## config.mk

```make
export PLATFORM = sky130hd
export DESIGN_NAME = uart_midi_port_framer_unit
export DESIGN_NICKNAME = d
export VERILOG_FILES = /design/src/sv/umpf_pkg.sv /design/src/sv/umpf_front.sv /design/src/sv/umpf_queue.sv /design/src/sv/umpf_back.sv /design/src/sv/uart_midi_port_framer_unit.sv
export SDC_FILE = /design/constraint.sdc
export NUM_CORES = 1
export LEC_CHECK = 0
export BUFFER_PORTS_ARGS = -buffer_cell sky130_fd_sc_hd__buf_2
export CAP_MARGIN = 10
export CORE_ASPECT_RATIO = 0.5
export CORE_MARGIN = 1
export CORE_UTILIZATION = 40
export CTS_CLUSTER_SIZE = 28
export DETAILED_ROUTE_END_ITERATION = 8
export GPL_TIMING_DRIVEN = 1
export HOLD_SLACK_MARGIN = 0.08
export PLACE_DENSITY_LB_ADDON = 0.1
export SLEW_MARGIN = 10
export SYNTH_ARGS = -nofsm -noshare
export SYNTH_HDL_FRONTEND = slang
export SYNTH_SLANG_ARGS = --single-unit
```

## constraint.sdc

```tcl
create_clock -name clock -period 8.2 [get_ports clock]
set_input_delay 1.64 -clock clock [delete_from_list [all_inputs] [get_ports clock]]
set_output_delay 1.64 -clock clock [all_outputs]
set_load 0.02 [all_outputs]
```

## src/sv/umpf_pkg.sv

```systemverilog
// Shared types, codes and constant tables for the MIDI port framer.
package umpf_pkg;

   localparam logic [15:0] BASE_PORT_RESET = 16'h0330;

   localparam logic [7:0] CMD_UART_MODE  = 8'h3f;
   localparam logic [7:0] CMD_RESET      = 8'hff;
   localparam logic [7:0] DATA_READ_BYTE = 8'hfe;
   localparam logic [7:0] STATUS_NODATA  = 8'h80;
   localparam logic [7:0] STATUS_CLEAR   = 8'h00;
   localparam logic [7:0] MIDI_SYSEX     = 8'hf0;
   localparam logic [7:0] MIDI_EOX       = 8'hf7;
   localparam logic [7:0] MIDI_RESET     = 8'hff;

   localparam logic [3:0] SX_POS_MAX    = 4'd15;
   localparam logic [3:0] SX_GM_VOL_POS = 4'd6;
   localparam logic [3:0] SX_GS_VOL_POS = 4'd8;
   localparam logic [3:0] SX_GS_RST_END = 4'd10;
   localparam logic [3:0] SX_GM_RST_END = 4'd5;

   localparam int QUEUE_DEPTH = 2;
   localparam int QPTR_W      = $clog2(QUEUE_DEPTH);
   localparam int QCNT_W      = $clog2(QUEUE_DEPTH + 1);

   typedef enum logic [1:0] {
      ACC_DATA_READ,
      ACC_STATUS_READ,
      ACC_COMMAND,
      ACC_DATA_WRITE
   } access_kind_type;

   typedef enum logic [2:0] {
      EV_NONE,
      EV_CHANNEL,
      EV_SYS_RESET,
      EV_SYSEX_RESET,
      EV_VOLUME
   } event_kind_type;

   typedef struct packed {
      access_kind_type kind;
      logic [7:0]      data;
   } cmd_type;

   typedef struct packed {
      logic [6:0]     master_volume;
      logic [1:0]     msg_length;
      logic [7:0]     msg_data_two;
      logic [7:0]     msg_data_one;
      logic [7:0]     msg_status;
      event_kind_type event_kind;
      logic [7:0]     read_data;
   } rsp_type;

   // message length by status high nibble, decoded from bits 6:4
   function automatic logic [1:0] frame_len(input logic [2:0] hi);
      case (hi)
         3'd4, 3'd5: frame_len = 2'd2;
         3'd7:       frame_len = 2'd1;
         default:    frame_len = 2'd3;
      endcase
   endfunction

   function automatic logic [7:0] gs_reset_body(input logic [3:0] p);
      case (p)
         4'd1:    gs_reset_body = 8'h41;
         4'd2:    gs_reset_body = 8'h10;
         4'd3:    gs_reset_body = 8'h42;
         4'd4:    gs_reset_body = 8'h12;
         4'd5:    gs_reset_body = 8'h40;
         4'd6:    gs_reset_body = 8'h00;
         4'd7:    gs_reset_body = 8'h7f;
         4'd8:    gs_reset_body = 8'h00;
         4'd9:    gs_reset_body = 8'h41;
         default: gs_reset_body = 8'h00;
      endcase
   endfunction

   function automatic logic [7:0] gm_reset_body(input logic [3:0] p);
      case (p)
         4'd1:    gm_reset_body = 8'h7e;
         4'd2:    gm_reset_body = 8'h7f;
         4'd3:    gm_reset_body = 8'h09;
         4'd4:    gm_reset_body = 8'h01;
         default: gm_reset_body = 8'h00;
      endcase
   endfunction

   function automatic logic [7:0] gs_vol_body(input logic [3:0] p);
      case (p)
         4'd1:    gs_vol_body = 8'h41;
         4'd3:    gs_vol_body = 8'h42;
         4'd4:    gs_vol_body = 8'h12;
         4'd5:    gs_vol_body = 8'h40;
         4'd6:    gs_vol_body = 8'h00;
         4'd7:    gs_vol_body = 8'h04;
         default: gs_vol_body = 8'h00;
      endcase
   endfunction

   function automatic logic [7:0] gm_vol_body(input logic [3:0] p);
      case (p)
         4'd1:    gm_vol_body = 8'h7f;
         4'd2:    gm_vol_body = 8'h7f;
         4'd3:    gm_vol_body = 8'h04;
         4'd4:    gm_vol_body = 8'h01;
         default: gm_vol_body = 8'h00;
      endcase
   endfunction

   function automatic logic [6:0] clamp7(input logic [7:0] v);
      clamp7 = v[7] ? 7'h7f : v[6:0];
   endfunction

endpackage

```

## src/sv/umpf_front.sv

```systemverilog
// Front end: base port register, address decode and access classification.
module umpf_front (
   input  logic             clock,
   input  logic             reset,
   input  logic             csr_valid,
   output logic             csr_ready,
   input  logic [15:0]      csr_data,
   input  logic             req_tvalid,
   output logic             req_tready,
   input  logic [23:0]      req_tdata,
   input  logic             req_tuser,
   output logic             push_valid,
   output umpf_pkg::cmd_type push_cmd,
   input  logic             queue_full
);
   import umpf_pkg::*;

   logic [15:0] base_port_ff;
   logic [15:0] base_port_in;
   logic [15:0] cmd_port;
   logic [15:0] addr;

   assign csr_ready    = 1'b1;
   assign base_port_in = (csr_valid && csr_ready) ? csr_data : base_port_ff;

   always_ff @(posedge clock) begin
      if (reset) begin
         base_port_ff <= BASE_PORT_RESET;
      end else begin
         base_port_ff <= base_port_in;
      end
   end

   assign addr       = req_tdata[15:0];
   assign cmd_port   = base_port_ff + 16'd1;
   assign req_tready = !queue_full;
   assign push_valid = req_tvalid && !queue_full;

   always_comb begin
      push_cmd.data = req_tdata[23:16];
      if (!req_tuser) begin
         push_cmd.kind = (addr == base_port_ff) ? ACC_DATA_READ : ACC_STATUS_READ;
      end else begin
         push_cmd.kind = (addr == cmd_port) ? ACC_COMMAND : ACC_DATA_WRITE;
      end
   end

endmodule

```

## src/sv/umpf_queue.sv

```systemverilog
// Two-entry queue of classified accesses between front and back end.
module umpf_queue (
   input  logic              clock,
   input  logic              reset,
   input  logic              push_valid,
   input  umpf_pkg::cmd_type push_cmd,
   output logic              full,
   output logic              pop_valid,
   output umpf_pkg::cmd_type pop_cmd,
   input  logic              pop
);
   import umpf_pkg::*;

   cmd_type             entry_ff [QUEUE_DEPTH];
   logic [QPTR_W-1:0]   wr_ptr_ff;
   logic [QPTR_W-1:0]   wr_ptr_in;
   logic [QPTR_W-1:0]   rd_ptr_ff;
   logic [QPTR_W-1:0]   rd_ptr_in;
   logic [QCNT_W-1:0]   count_ff;
   logic [QCNT_W-1:0]   count_in;
   logic                do_pop;

   assign full      = (count_ff == QCNT_W'(QUEUE_DEPTH));
   assign pop_valid = (count_ff != '0);
   assign pop_cmd   = entry_ff[rd_ptr_ff];
   assign do_pop    = pop && pop_valid;

   always_comb begin
      wr_ptr_in = push_valid ? wr_ptr_ff + QPTR_W'(1) : wr_ptr_ff;
      rd_ptr_in = do_pop ? rd_ptr_ff + QPTR_W'(1) : rd_ptr_ff;
      count_in  = count_ff;
      if (push_valid && !do_pop) begin
         count_in = count_ff + QCNT_W'(1);
      end else if (!push_valid && do_pop) begin
         count_in = count_ff - QCNT_W'(1);
      end
   end

   always_ff @(posedge clock) begin
      if (reset) begin
         wr_ptr_ff <= '0;
         rd_ptr_ff <= '0;
         count_ff  <= '0;
      end else begin
         wr_ptr_ff <= wr_ptr_in;
         rd_ptr_ff <= rd_ptr_in;
         count_ff  <= count_in;
      end
   end

   always_ff @(posedge clock) begin
      if (push_valid) begin
         entry_ff[wr_ptr_ff] <= push_cmd;
      end
   end

   a_count_range: assert property (@(posedge clock) disable iff (reset)
      count_ff <= QCNT_W'(QUEUE_DEPTH))
      else $error("queue count out of range");

   a_count_track: assert property (@(posedge clock) disable iff (reset)
      (push_valid && !do_pop) |=> (count_ff == $past(count_ff) + QCNT_W'(1)))
      else $error("queue count missed a push");

endmodule

```

## src/sv/umpf_back.sv

```systemverilog
// Back end: port state, MIDI framing, sysex matching and result register.
module umpf_back (
   input  logic              clock,
   input  logic              reset,
   input  logic              cmd_valid,
   input  umpf_pkg::cmd_type cmd,
   output logic              cmd_pop,
   output logic              rsp_valid,
   input  logic              rsp_ready,
   output umpf_pkg::rsp_type rsp
);
   import umpf_pkg::*;

   logic       no_data_ff,      no_data_in;
   logic       reset_pend_ff,   reset_pend_in;
   logic       in_sysex_ff,     in_sysex_in;
   logic [7:0] part_status_ff,  part_status_in;
   logic [7:0] part_first_ff,   part_first_in;
   logic [1:0] part_count_ff,   part_count_in;
   logic [3:0] sx_pos_ff,       sx_pos_in;
   logic [3:0] sx_flags_ff,     sx_flags_in;
   logic [7:0] gs_vol_ff,       gs_vol_in;
   logic [7:0] gm_vol_ff,       gm_vol_in;
   logic       rsp_valid_ff,    rsp_valid_in;
   rsp_type    rsp_ff,          rsp_in;
   rsp_type    res;
   logic [7:0] b;
   logic [3:0] p;
   logic [1:0] flen;
   logic [7:0] gs_eff;
   logic [7:0] gm_eff;
   logic [3:0] f;

   assign cmd_pop   = cmd_valid && (!rsp_valid_ff || rsp_ready);
   assign rsp_valid = rsp_valid_ff;
   assign rsp       = rsp_ff;
   assign b         = cmd.data;
   assign p         = sx_pos_ff;
   assign flen      = frame_len(part_status_ff[6:4]);
   assign gs_eff    = (p == SX_GS_VOL_POS) ? b : gs_vol_ff;
   assign gm_eff    = (p == SX_GM_VOL_POS) ? b : gm_vol_ff;

   always_comb begin
      no_data_in     = no_data_ff;
      reset_pend_in  = reset_pend_ff;
      in_sysex_in    = in_sysex_ff;
      part_status_in = part_status_ff;
      part_first_in  = part_first_ff;
      part_count_in  = part_count_ff;
      sx_pos_in      = sx_pos_ff;
      sx_flags_in    = sx_flags_ff;
      gs_vol_in      = gs_vol_ff;
      gm_vol_in      = gm_vol_ff;
      res            = '0;
      res.event_kind = EV_NONE;
      f              = sx_flags_ff;

      case (cmd.kind)
         ACC_DATA_READ: begin
            no_data_in    = 1'b1;
            reset_pend_in = 1'b0;
            res.read_data = DATA_READ_BYTE;
         end
         ACC_STATUS_READ: begin
            res.read_data = no_data_ff ? STATUS_NODATA : STATUS_CLEAR;
         end
         ACC_COMMAND: begin
            if (b == CMD_UART_MODE) begin
               no_data_in = 1'b0;
            end
            if (b == CMD_RESET) begin
               no_data_in     = 1'b0;
               reset_pend_in  = 1'b1;
               part_status_in = '0;
               part_first_in  = '0;
               part_count_in  = '0;
               in_sysex_in    = 1'b0;
               sx_pos_in      = '0;
               sx_flags_in    = '0;
               gs_vol_in      = '0;
               gm_vol_in      = '0;
            end
         end
         ACC_DATA_WRITE: begin
            if (reset_pend_ff) begin
               // ignored until the next data read
            end else if (in_sysex_ff) begin
               gs_vol_in = gs_eff;
               gm_vol_in = gm_eff;
               if (b != MIDI_EOX) begin
                  if (p >= 4'd1 && p <= 4'd7 && p != 4'd2 && b != gs_vol_body(p)) begin
                     f[0] = 1'b0;
                  end
                  if (p >= 4'd1 && p <= 4'd4 && b != gm_vol_body(p)) begin
                     f[1] = 1'b0;
                  end
                  if (p >= SX_GS_RST_END || (p >= 4'd1 && b != gs_reset_body(p))) begin
                     f[2] = 1'b0;
                  end
                  if (p >= SX_GM_RST_END || (p >= 4'd1 && b != gm_reset_body(p))) begin
                     f[3] = 1'b0;
                  end
                  sx_flags_in = f;
                  if (p != SX_POS_MAX) begin
                     sx_pos_in = p + 4'd1;
                  end
               end else begin
                  if ((sx_flags_ff[2] && p == SX_GS_RST_END) ||
                      (sx_flags_ff[3] && p == SX_GM_RST_END)) begin
                     res.event_kind = EV_SYSEX_RESET;
                  end else if (sx_flags_ff[0] && p >= SX_GS_VOL_POS) begin
                     res.event_kind    = EV_VOLUME;
                     res.master_volume = clamp7(gs_eff);
                  end else if (sx_flags_ff[1] && p >= SX_GM_VOL_POS) begin
                     res.event_kind    = EV_VOLUME;
                     res.master_volume = clamp7(gm_eff);
                  end
                  in_sysex_in = 1'b0;
                  sx_pos_in   = '0;
                  sx_flags_in = '0;
                  gs_vol_in   = '0;
                  gm_vol_in   = '0;
               end
            end else if (b[7]) begin
               part_count_in  = '0;
               part_status_in = '0;
               part_first_in  = '0;
               if (b == MIDI_SYSEX) begin
                  in_sysex_in = 1'b1;
                  sx_pos_in   = 4'd1;
                  sx_flags_in = 4'hf;
                  gs_vol_in   = '0;
                  gm_vol_in   = '0;
               end else if (b == MIDI_RESET) begin
                  res.event_kind = EV_SYS_RESET;
               end else if (b < MIDI_SYSEX) begin
                  part_status_in = b;
                  part_count_in  = 2'd1;
               end
            end else if (part_count_ff != 2'd0) begin
               if (part_count_ff == 2'd1 && flen == 2'd3) begin
                  part_first_in = b;
                  part_count_in = 2'd2;
               end else begin
                  res.event_kind = EV_CHANNEL;
                  res.msg_status = part_status_ff;
                  if (flen == 2'd3) begin
                     res.msg_data_one = part_first_ff;
                     res.msg_data_two = b;
                     res.msg_length   = 2'd3;
                  end else begin
                     res.msg_data_one = b;
                     res.msg_length   = 2'd2;
                  end
                  part_count_in  = '0;
                  part_status_in = '0;
                  part_first_in  = '0;
               end
            end
         end
         default: begin
         end
      endcase

      rsp_valid_in = cmd_pop ? 1'b1 : (rsp_ready ? 1'b0 : rsp_valid_ff);
      rsp_in       = cmd_pop ? res : rsp_ff;
   end

   always_ff @(posedge clock) begin
      if (reset) begin
         no_data_ff     <= 1'b1;
         reset_pend_ff  <= 1'b0;
         in_sysex_ff    <= 1'b0;
         part_status_ff <= '0;
         part_first_ff  <= '0;
         part_count_ff  <= '0;
         sx_pos_ff      <= '0;
         sx_flags_ff    <= '0;
         gs_vol_ff      <= '0;
         gm_vol_ff      <= '0;
         rsp_valid_ff   <= 1'b0;
      end else if (cmd_pop) begin
         no_data_ff     <= no_data_in;
         reset_pend_ff  <= reset_pend_in;
         in_sysex_ff    <= in_sysex_in;
         part_status_ff <= part_status_in;
         part_first_ff  <= part_first_in;
         part_count_ff  <= part_count_in;
         sx_pos_ff      <= sx_pos_in;
         sx_flags_ff    <= sx_flags_in;
         gs_vol_ff      <= gs_vol_in;
         gm_vol_ff      <= gm_vol_in;
         rsp_valid_ff   <= rsp_valid_in;
      end else begin
         rsp_valid_ff   <= rsp_valid_in;
      end
   end

   always_ff @(posedge clock) begin
      rsp_ff <= rsp_in;
   end

   a_len_kind: assert property (@(posedge clock) disable iff (reset)
      rsp_valid_ff |-> ((rsp_ff.event_kind == EV_CHANNEL) == (rsp_ff.msg_length != 2'd0)))
      else $error("message length disagrees with event kind");

   a_pend_clean: assert property (@(posedge clock) disable iff (reset)
      reset_pend_ff |-> (!in_sysex_ff && part_count_ff == 2'd0))
      else $error("framing state live while reset pending");

   a_sysex_excl: assert property (@(posedge clock) disable iff (reset)
      in_sysex_ff |-> (part_count_ff == 2'd0 && sx_pos_ff != 4'd0))
      else $error("sysex and channel framing overlap");

endmodule

```

## src/sv/uart_midi_port_framer_unit.sv

```systemverilog
// Top level of the MIDI port framer: front decode, queue and back end.
//
//  group  dir  beat contents
//  req_   in   tuser: operation; tdata: port_address[15:0], write_data[23:16]
//  rsp_   out  tuser: event_kind; tdata: read_data, msg_status, data_one,
//              data_two, msg_length, master_volume
//  csr_   in   data: base_port
//
// One access per cycle sustained while rsp_ is not stalled; a beat's result is
// registered in the queue stage, then in the back end's output register.
// Two-entry queue lets the front keep taking beats while rsp_ is stalled, until it is full.
// Reset is synchronous; no clearing pass.
module uart_midi_port_framer_unit (
   input  logic        clock,
   input  logic        reset,
   input  logic        csr_valid,
   output logic        csr_ready,
   input  logic [15:0] csr_data,    // base_port
   input  logic        req_tvalid,
   output logic        req_tready,
   input  logic [23:0] req_tdata,   // port_address[15:0], write_data[23:16]
   input  logic        req_tuser,   // operation
   output logic        rsp_tvalid,
   input  logic        rsp_tready,
   output logic [47:0] rsp_tdata,   // read_data[7:0], msg_status[15:8],
                                    // msg_data_one[23:16], msg_data_two[31:24],
                                    // msg_length[33:32], master_volume[40:34]
   output logic [2:0]  rsp_tuser    // event_kind
);
   import umpf_pkg::*;

   logic    push_valid;
   cmd_type push_cmd;
   logic    queue_full;
   logic    q_valid;
   cmd_type q_cmd;
   logic    q_pop;
   rsp_type rsp;

   umpf_front u_front (
      .clock      (clock),
      .reset      (reset),
      .csr_valid  (csr_valid),
      .csr_ready  (csr_ready),
      .csr_data   (csr_data),
      .req_tvalid (req_tvalid),
      .req_tready (req_tready),
      .req_tdata  (req_tdata),
      .req_tuser  (req_tuser),
      .push_valid (push_valid),
      .push_cmd   (push_cmd),
      .queue_full (queue_full)
   );

   umpf_queue u_queue (
      .clock      (clock),
      .reset      (reset),
      .push_valid (push_valid),
      .push_cmd   (push_cmd),
      .full       (queue_full),
      .pop_valid  (q_valid),
      .pop_cmd    (q_cmd),
      .pop        (q_pop)
   );

   umpf_back u_back (
      .clock     (clock),
      .reset     (reset),
      .cmd_valid (q_valid),
      .cmd       (q_cmd),
      .cmd_pop   (q_pop),
      .rsp_valid (rsp_tvalid),
      .rsp_ready (rsp_tready),
      .rsp       (rsp)
   );

   assign rsp_tuser = rsp.event_kind;
   assign rsp_tdata = {7'd0, rsp.master_volume, rsp.msg_length, rsp.msg_data_two,
                       rsp.msg_data_one, rsp.msg_status, rsp.read_data};

endmodule
```

After elaboration in Yosys (flattened, before gate mapping)
Memory sizes are Yosys's and may differ from the RTL's. A register that Yosys moved wholly into a read port is not among the register bits. Cells that the tools add are included.

Add/subtract/negate cells: 6. $lt $le $gt $ge: 8. Equal/unequal tests: 43. Multiplexer cells: 119. Bitwise gates (word level): 4. Reductions and logical operators: 49.

Operators with widths (count): two-way mux 8 bit (40); one-hot mux 8 bit (2 select lines) (5); two-way mux 4 bit (14); two-way mux 7 bit (6); AND reduction 7 bit (6); one-hot mux 7 bit (5 select lines) (1); == test 16 bit (2); inequality test 8 bit (4); one-hot mux 7 bit (4 select lines) (1); two-way mux 1 bit (24); two-way mux 2 bit (12); two-way mux 3 bit (8); inequality test 4 bit, second input constant (6); one-hot mux 7 bit (3 select lines) (1); logical AND 1 bit (17); adder 16 x 1 -> 16 bit, second input constant (1); == test 4 x 3 -> 1 bit, second input constant (4); == test 8 bit, second input constant (2); one-hot mux 4 bit (2 select lines) (2); AND reduction 6 bit (2); nonzero test 2 bit (6); == test 3 bit, second input constant (3); == test 2 bit, second input constant (4); == test 4 x 2 -> 1 bit, second input constant (2); other kinds (32) (56).

Register bits after elaboration: 110. RAM bits: 20. Memory bits (read-only): 112. Memories kept: 2.

Memories: (no name shown) (depth 16, width 7, rd ports 1, clocked after memory_dff 1, wr ports 0, line umpf_pkg.sv:65) `case (p)`; u_queue.entry_ff (depth 2, width 10, rd ports 1, clocked after memory_dff 1, wr ports 1, line umpf_queue.sv:14) `cmd_type entry_ff [QUEUE_DEPTH];`.

Longest topological paths before layout
Gate-level depths: netlist of run 1.

Word-level depth: 14. Mapped depth: 13. Mapped depth without buffers: 10.

Cells and area by module
From an unflattened synthesis of run 1, not the netlist that was laid out.

Cell total of the unflattened synthesis: 698. Area, all modules: 6735.2 um^2.

Modules (own cells, without submodules): umpf_back (instances 1, cells an instance 484, area each 4471.8 um^2); umpf_front (instances 1, cells an instance 153, area each 1277.5 um^2); umpf_queue (instances 1, cells an instance 53, area each 929.6 um^2); uart_midi_port_framer_unit (instances 1, cells an instance 8, area each 56.3 um^2).

Worst setup path before layout of run 1
OpenSTA, ideal clock, no wires.

Path type: input port to flip-flop. Start point: input port rsp_tready. End point: register with a tool-made name. Library setup time: 0.070 ns. Arrival time: 3.768 ns. Required time: 8.130 ns. Setup slack: 4.362 ns. Stages on the path: 11. Buffers on the path: 1. Cells stage by stage: nand2b_1 o21ai_1 a211o_1 a2111o_1 buf_2 nor2_1 nand3_1 a21oi_1 ha_1 or3b_1 a21oi_1.

RTL lines: start: declaration (line uart_midi_port_framer_unit.sv:24) `input logic rsp_tready,`.

==> impl_metrics.toml, run 1 <==
[outcome]
status = "complete, no violations"

[placement]
pre_cts_slack_ps = 3593
io_buffers = 88
dpl-instance-area_um2 = 7355
dpl.hpwl_mm = 11.84
place.gp.congestion = 0.8485

[setup_path]
critPathCaptureType = "flop"
critPathArrivalTime_ps = 4490
path_max_fanout = 27
startpoint_type = "input port"
regToRegSetupSlack_ps = 4320
critPathKind = "input port to flop"
cp.required_ps = 8540

[logic_synthesis]
ys.flop_type = "dfxtp_1"
synth_cells = 728
syn-cell-area_um2 = 6774
seq_area_frac_synth_pct = 45.81
syn_avg_cell_area_um2 = 9.305
synthTopCellsByCount = "nor2_1, dfxtp_1, a21oi_1"
synth.largest_area_cell = "edfxtp_1"
synth-async-reset-ratio_pct = 0
synth_top_area_share_pct = 24.82
synth.most_common_cell = "nor2_1"
ys_warn_count = 0
synth_cell_types = 77
synth.area.top_cells = "edfxtp_1, dfxtp_1, nor2_1, a21oi_1, mux2i_1"
ys_seq_elements = 127
synth_enable_flop_cells = 56

[layout]
fin_util_pct = 48.11
final-seq-area_um2 = 3103
final_net_count = 859
final.fill_count = 1566
multi_input_comb_area_um2 = 3347
finalInstanceArea_um2 = 7926
area_growth_pct = 17.01
drive_gt1_share_pct = 19.09

[clock_network]
cts_buffer_depth = 2
path_clk_slew_ps = 50
cts_buffers = 17
post-cts-setup-buffer-count = 0
cts_tree = "yes"
root_buffer = "clkbuf_16"
clkSinkCount = 127
clock_latency_ps = 420
cts_hold_buf = 0
ctsHtreeMaxLevel = 4
cts_resized = 0

[floorplan]
dieArea_um2 = 17490
die_y_um = 94.02
core_um2 = 16470
die_w_um = 186.0
start_util_pct = 41.12
ioPinCount = 100
fp-row-count = 33

[global_route]
grt_max_degree = 67
busiest_layer = "met2"
grt_overflow = 0
grt_pass1_wl_mm = 26.92
use_met3_pct = 4.767
antenna_found_initial = 1
grt_usage_pct = 20.49
grtUsageMet2_pct = 30.44
grt_pass1_vias = 5067
grtUsageMet1_pct = 29.46

[drt]
drc_errors = 0
drt_iter0_markers = 508
wl_per_cell_um = 16.23
dr.pass1.iters = 5
vias = 5535
via_per_inst = 5.297
routed_wl_mm = 16.96
antenna_left = 0

[timing]
fmax_ghz = 0.2415
rsz0062_at_grt = "false"
worst_slack_ps = 4059
slew_headroom_pct = 20.73
timing.hold.ws_ps = 481.4
finalMaxSlewViolations = 0
finalHoldViolCount = 0
fin_crit_sh_pct = 50.50
fin_crit_ps = 4141
finalSetupViolCount = 0
finClkSkew_ps = 10.57
worst-slew-pin-transition_ps = 1156
tns_ps = 0

[run]
drv_cap = 0

[power_and_ir_drop]
p_leak_nw = 2.999
power_density_nw_per_um2 = 286.7
vdd_drop_max_mv = 0.1463

[hold_path]
hp-class = "flop to flop"
[state kept, by name (all words and copies together), names as in the netlist, named ones only]
signal                 count
u_back.part_status_ff      8
u_back.gs_vol_ff           8
u_front.base_port_ff      16
u_back.reset_pend_ff       1
u_back.p                   4
u_back.gm_vol_ff           8
u_queue.rd_ptr_ff          1
u_back.rsp                36
u_back.rsp_valid           1
u_back.part_count_ff       2
u_queue.wr_ptr_ff          1
u_queue.entry_ff          20
u_back.no_data_ff          1
u_queue.count_ff           2
u_back.part_first_ff       7
u_back.sx_flags_ff         4
u_back.in_sysex_ff         1
[critical path, stage by stage]
cell and delay [ps]:
buf_2 90, nand2b_1 140, o21ai_1 270, a211o_1 320, a2111o_1 810, nor2_1 110, nand3_1 170, a21oi_1 110
ha_1 320, or3b_1 370, a21oi_1 130
[power by group]
| group | internal [mW] | switching (mW) | total [mW] | leakage (nW) |
|---|---|---|---|---|
| sequential | 0.794 | 0.0463 | 0.840 | 1.11 |
| combinational | 0.225 | 0.479 | 0.704 | 1.60 |
| clock | 0.458 | 0.271 | 0.729 | 0.283 |
[cells in the final DEF, fill, tap and decap left out, types with 4 or more instances in the layout]
| master | count |
|---|---|
| nor3b_1 | 8 |
| xnor2_1 | 14 |
| ha_1 | 9 |
| and2_1 | 9 |
| o21ai_1 | 5 |
| conb_1 | 11 |
| nand3_1 | 18 |
| nor3_1 | 26 |
| nor4_1 | 7 |
| and3_1 | 6 |
| buf_2 | 88 |
| nand2b_1 | 7 |
| mux2_2 | 8 |
| xor2_1 | 21 |
| mux2i_1 | 29 |
| inv_1 | 25 |
| o21ai_0 | 34 |
| or3_1 | 6 |
| o21a_1 | 8 |
| a21oi_1 | 59 |
| clkbuf_16 | 18 |
| nor2_1 | 99 |
| nand2_1 | 44 |
| dfxtp_1 | 71 |
| nand4_1 | 6 |
| clkinv_2 | 4 |
| buf_4 | 11 |
| clkbuf_1 | 5 |
| edfxtp_1 | 56 |
| a211oi_1 | 10 |
| nand3b_1 | 4 |
| a22oi_1 | 17 |
| a31oi_1 | 8 |
[worst paths after layout]
path                        from                   to  cells past startpoint
max                   rsp_tready                 flop                     11
min          u_back.gs_vol_ff[1]  u_back.gs_vol_ff[1]                      2
max reg2reg                 flop                 flop                     10
min reg2reg  u_back.gs_vol_ff[1]  u_back.gs_vol_ff[1]                      2
[area by class of cell]
class                   count  area share (%)
multi-input cells         533           42.23
flip-flops and latches    127           39.15
repair buffers             99           6.598
clock buffers              26           6.440
well taps                 227           3.583
inverters                  26           1.231
clock inverters             6          0.7419
diodes                      1         0.03157
[routing by layer]
layer	wire, um	part of all wire (%)	up-vias
li1	-	-	2757
met2	6982	41	174
met4	109	0.64	0
met1	8837	52	2593
met5	0	0	-
met3	1029	6.1	11
[cells by family after synthesis]
group / after synthesis / synth area share (%)
simple gates: 263 / 19.86
compound gates: 178 / 17.05
flops: 127 / 45.81
buf+inv: 77 / 5.375
mux: 37 / 5.615
xor+xnor: 35 / 4.525
fa+ha+maj: 9 / 1.662
other cells: 2 / 0.1109
[stage by stage]
stage	power (mW)	std cells
floorplan	1.350	737
global placement	1.557	1012
detailed placement	1.560	1012
CTS	2.294	1044
global route	2.393	1044
finish	2.273	1045
(Power assumes the default switching activity.)
==> run 2, diff against run 1 <==
==> constraint.sdc (replaced) <==
create_clock -name clock -period 3.53 [get_ports clock]
set_input_delay 0.706 -clock clock [delete_from_list [all_inputs] [get_ports clock]]
set_output_delay 0.706 -clock clock [all_outputs]
set_load 0.02 [all_outputs]
==> run 2 against run 1 <==
Net effect:
- worst hold slack worse by 5.0 ps
- power increased by 140%
- setup slack got worse by 3600 ps
- die area unchanged
- flip-flop and latch count is the same
- final cell count up 1.1%
- non-clock buffer count is 11 higher
- clock skew increased by 0.56 ps
- sequential power up 130%
- design area rose by 1.7%
- largest cell class unchanged
==> impl_metrics.toml, run 2 (synthesized netlist as in run 1, its figures left out) <==
[global_route]
grt_max_degree = 37
antenna_found_initial = 2
grt_pass1_vias = 5077
grt_usage_pct = 21.09
grt_overflow = 0
grt_pass1_wl_mm = 27.55

[timing]
rsz0062_at_grt = "false"
fmax_ghz = 0.3284
finalSetupViolCount = 0
finalHoldViolCount = 0
tns_ps = 0
finClkSkew_ps = 11.13
fin_crit_sh_pct = 86.26
fin_crit_ps = 3045
timing.hold.ws_ps = 476.5
finalMaxSlewViolations = 0
worst-slew-pin-transition_ps = 895.7
slew_headroom_pct = 40.07

[floorplan]
fp-row-count = 33
die_y_um = 94.02
ioPinCount = 100
start_util_pct = 41.12
core_um2 = 16470
die_w_um = 186.0
dieArea_um2 = 17490

[setup_path]
slowest_stage = "or4_4"
critPathArrivalTime_ps = 3390
startpoint_type = "flop"
slowest_delay_ps = 540
critPathCaptureType = "flop"
critPathKind = "flop to flop"
cp_cell_sequence = "buf_12, nand3_1, and2_4, or4_4, a2111o_1, nor2_1, nand3_1, a21oi_1, ha_1, or3b_1, a21oi_1"
cp.required_ps = 3880
path_max_fanout = 36

[clock_network]
clkSinkCount = 127
cts_resized = 0
clock_latency_ps = 420
cts_tree = "yes"
cts_buffers = 17
path_clk_slew_ps = 60
root_buffer = "clkbuf_16"
post-cts-setup-buffer-count = 0
ctsHtreeMaxLevel = 4
cts_buffer_depth = 2
cts_hold_buf = 0

[drt]
vias = 5563
drc_errors = 0
wl_met2_mm = 7.050
via_per_inst = 5.268
highest_layer = "met4"
wl_per_cell_um = 16.33
antenna_left = 0
dr.pass1.iters = 5
met3_length_mm = 1.085
drt_iter0_markers = 373
m1WireLength_mm = 8.936
routed_wl_mm = 17.24

[power_and_ir_drop]
vdd_drop_max_mv = 0.3501
power_density_nw_per_um2 = 680.0
p_leak_nw = 3.068

[outcome]
status = "complete, no violations"

[layout]
largest_reg_flops = 36
final_net_count = 870
layout_common_cells = "nor2_1, buf_2, dfxtp_1, a21oi_1, edfxtp_1"
final.fill_count = 1590
drive_gt1_share_pct = 20.77
layout_commonest_cell = "nor2_1"
area_growth_pct = 19.01

[run]
drv_cap = 0

[placement]
place.gp.congestion = 0.8351
dpl.hpwl_mm = 12.20
io_buffers = 88

[hold_path]
hp-class = "input port to flop"
run 2: through the flow:
| step | cell area (um2) | power (mW) | setup slack, ps | cells | utilization (%) |
|---|---|---|---|---|---|
| 2_1_floorplan | 6808 | 3.135 | 626.0 | 737 | - |
| 3_3_place_gp | 7450 | 3.693 | 576.1 | 1023 | 45.22 |
| 3_5_place_dp | 7450 | 3.707 | 514.3 | 1023 | 45.22 |
| 4_1_cts | 8059 | 5.536 | 485.2 | 1055 | 48.92 |
| 5_1_grt | 8059 | 5.765 | 249.9 | 1055 | 48.92 |
| 6_report | 8061 | 5.482 | 484.9 | 1056 | 48.93 |
run 2: critical path, delay by kind of cell (launching register included):
kind | cells | cell delay, ps
AOI/OAI and AO/OA | 3 | 780
buffers and inverters | 1 | 210
DFF | 1 | 360
adders and majority gates | 1 | 150
and+or+nand+nor | 6 | 1470
run 2: final timing paths:
kind	startpoint	end	slack (ps)	cells after the start
worst max-delay path	flop	flop	480	11
worst min-delay path	req_tdata[19]	u_queue.entry_ff[1][3]	480	1
worst max register to register	flop	flop	480	11
worst min register to register	u_back.part_status_ff[6]	u_back.part_status_ff[6]	490	2
run 2: area by class of cell:
cell class,instances,area [um2],area share (%)
multi-input combinational,533,3347,41.52
sequential,127,3103,38.49
timing repair buffer,110,618.1,7.667
clock buffer,17,425.4,5.277
tap,227,284.0,3.523
clock inverter,15,183.9,2.282
inverter,26,97.59,1.211
antenna,1,2.502,0.03104
run 2: layer usage:
layer | global-route usage [%] | vias to the layer above
li1 | - | 2786
met1 | 30.92 | 2581
met2 | 29.79 | 181
met3 | 5.349 | 15
met4 | 6.831 | 0
met5 | 0 | -
run 2: report_power, final:
part	switching, mW	total (mW)	internal, mW	leakage, nW
logic	1.13	1.71	0.575	1.66
registers	0.116	1.96	1.84	1.11
clock network	0.694	1.82	1.12	0.296
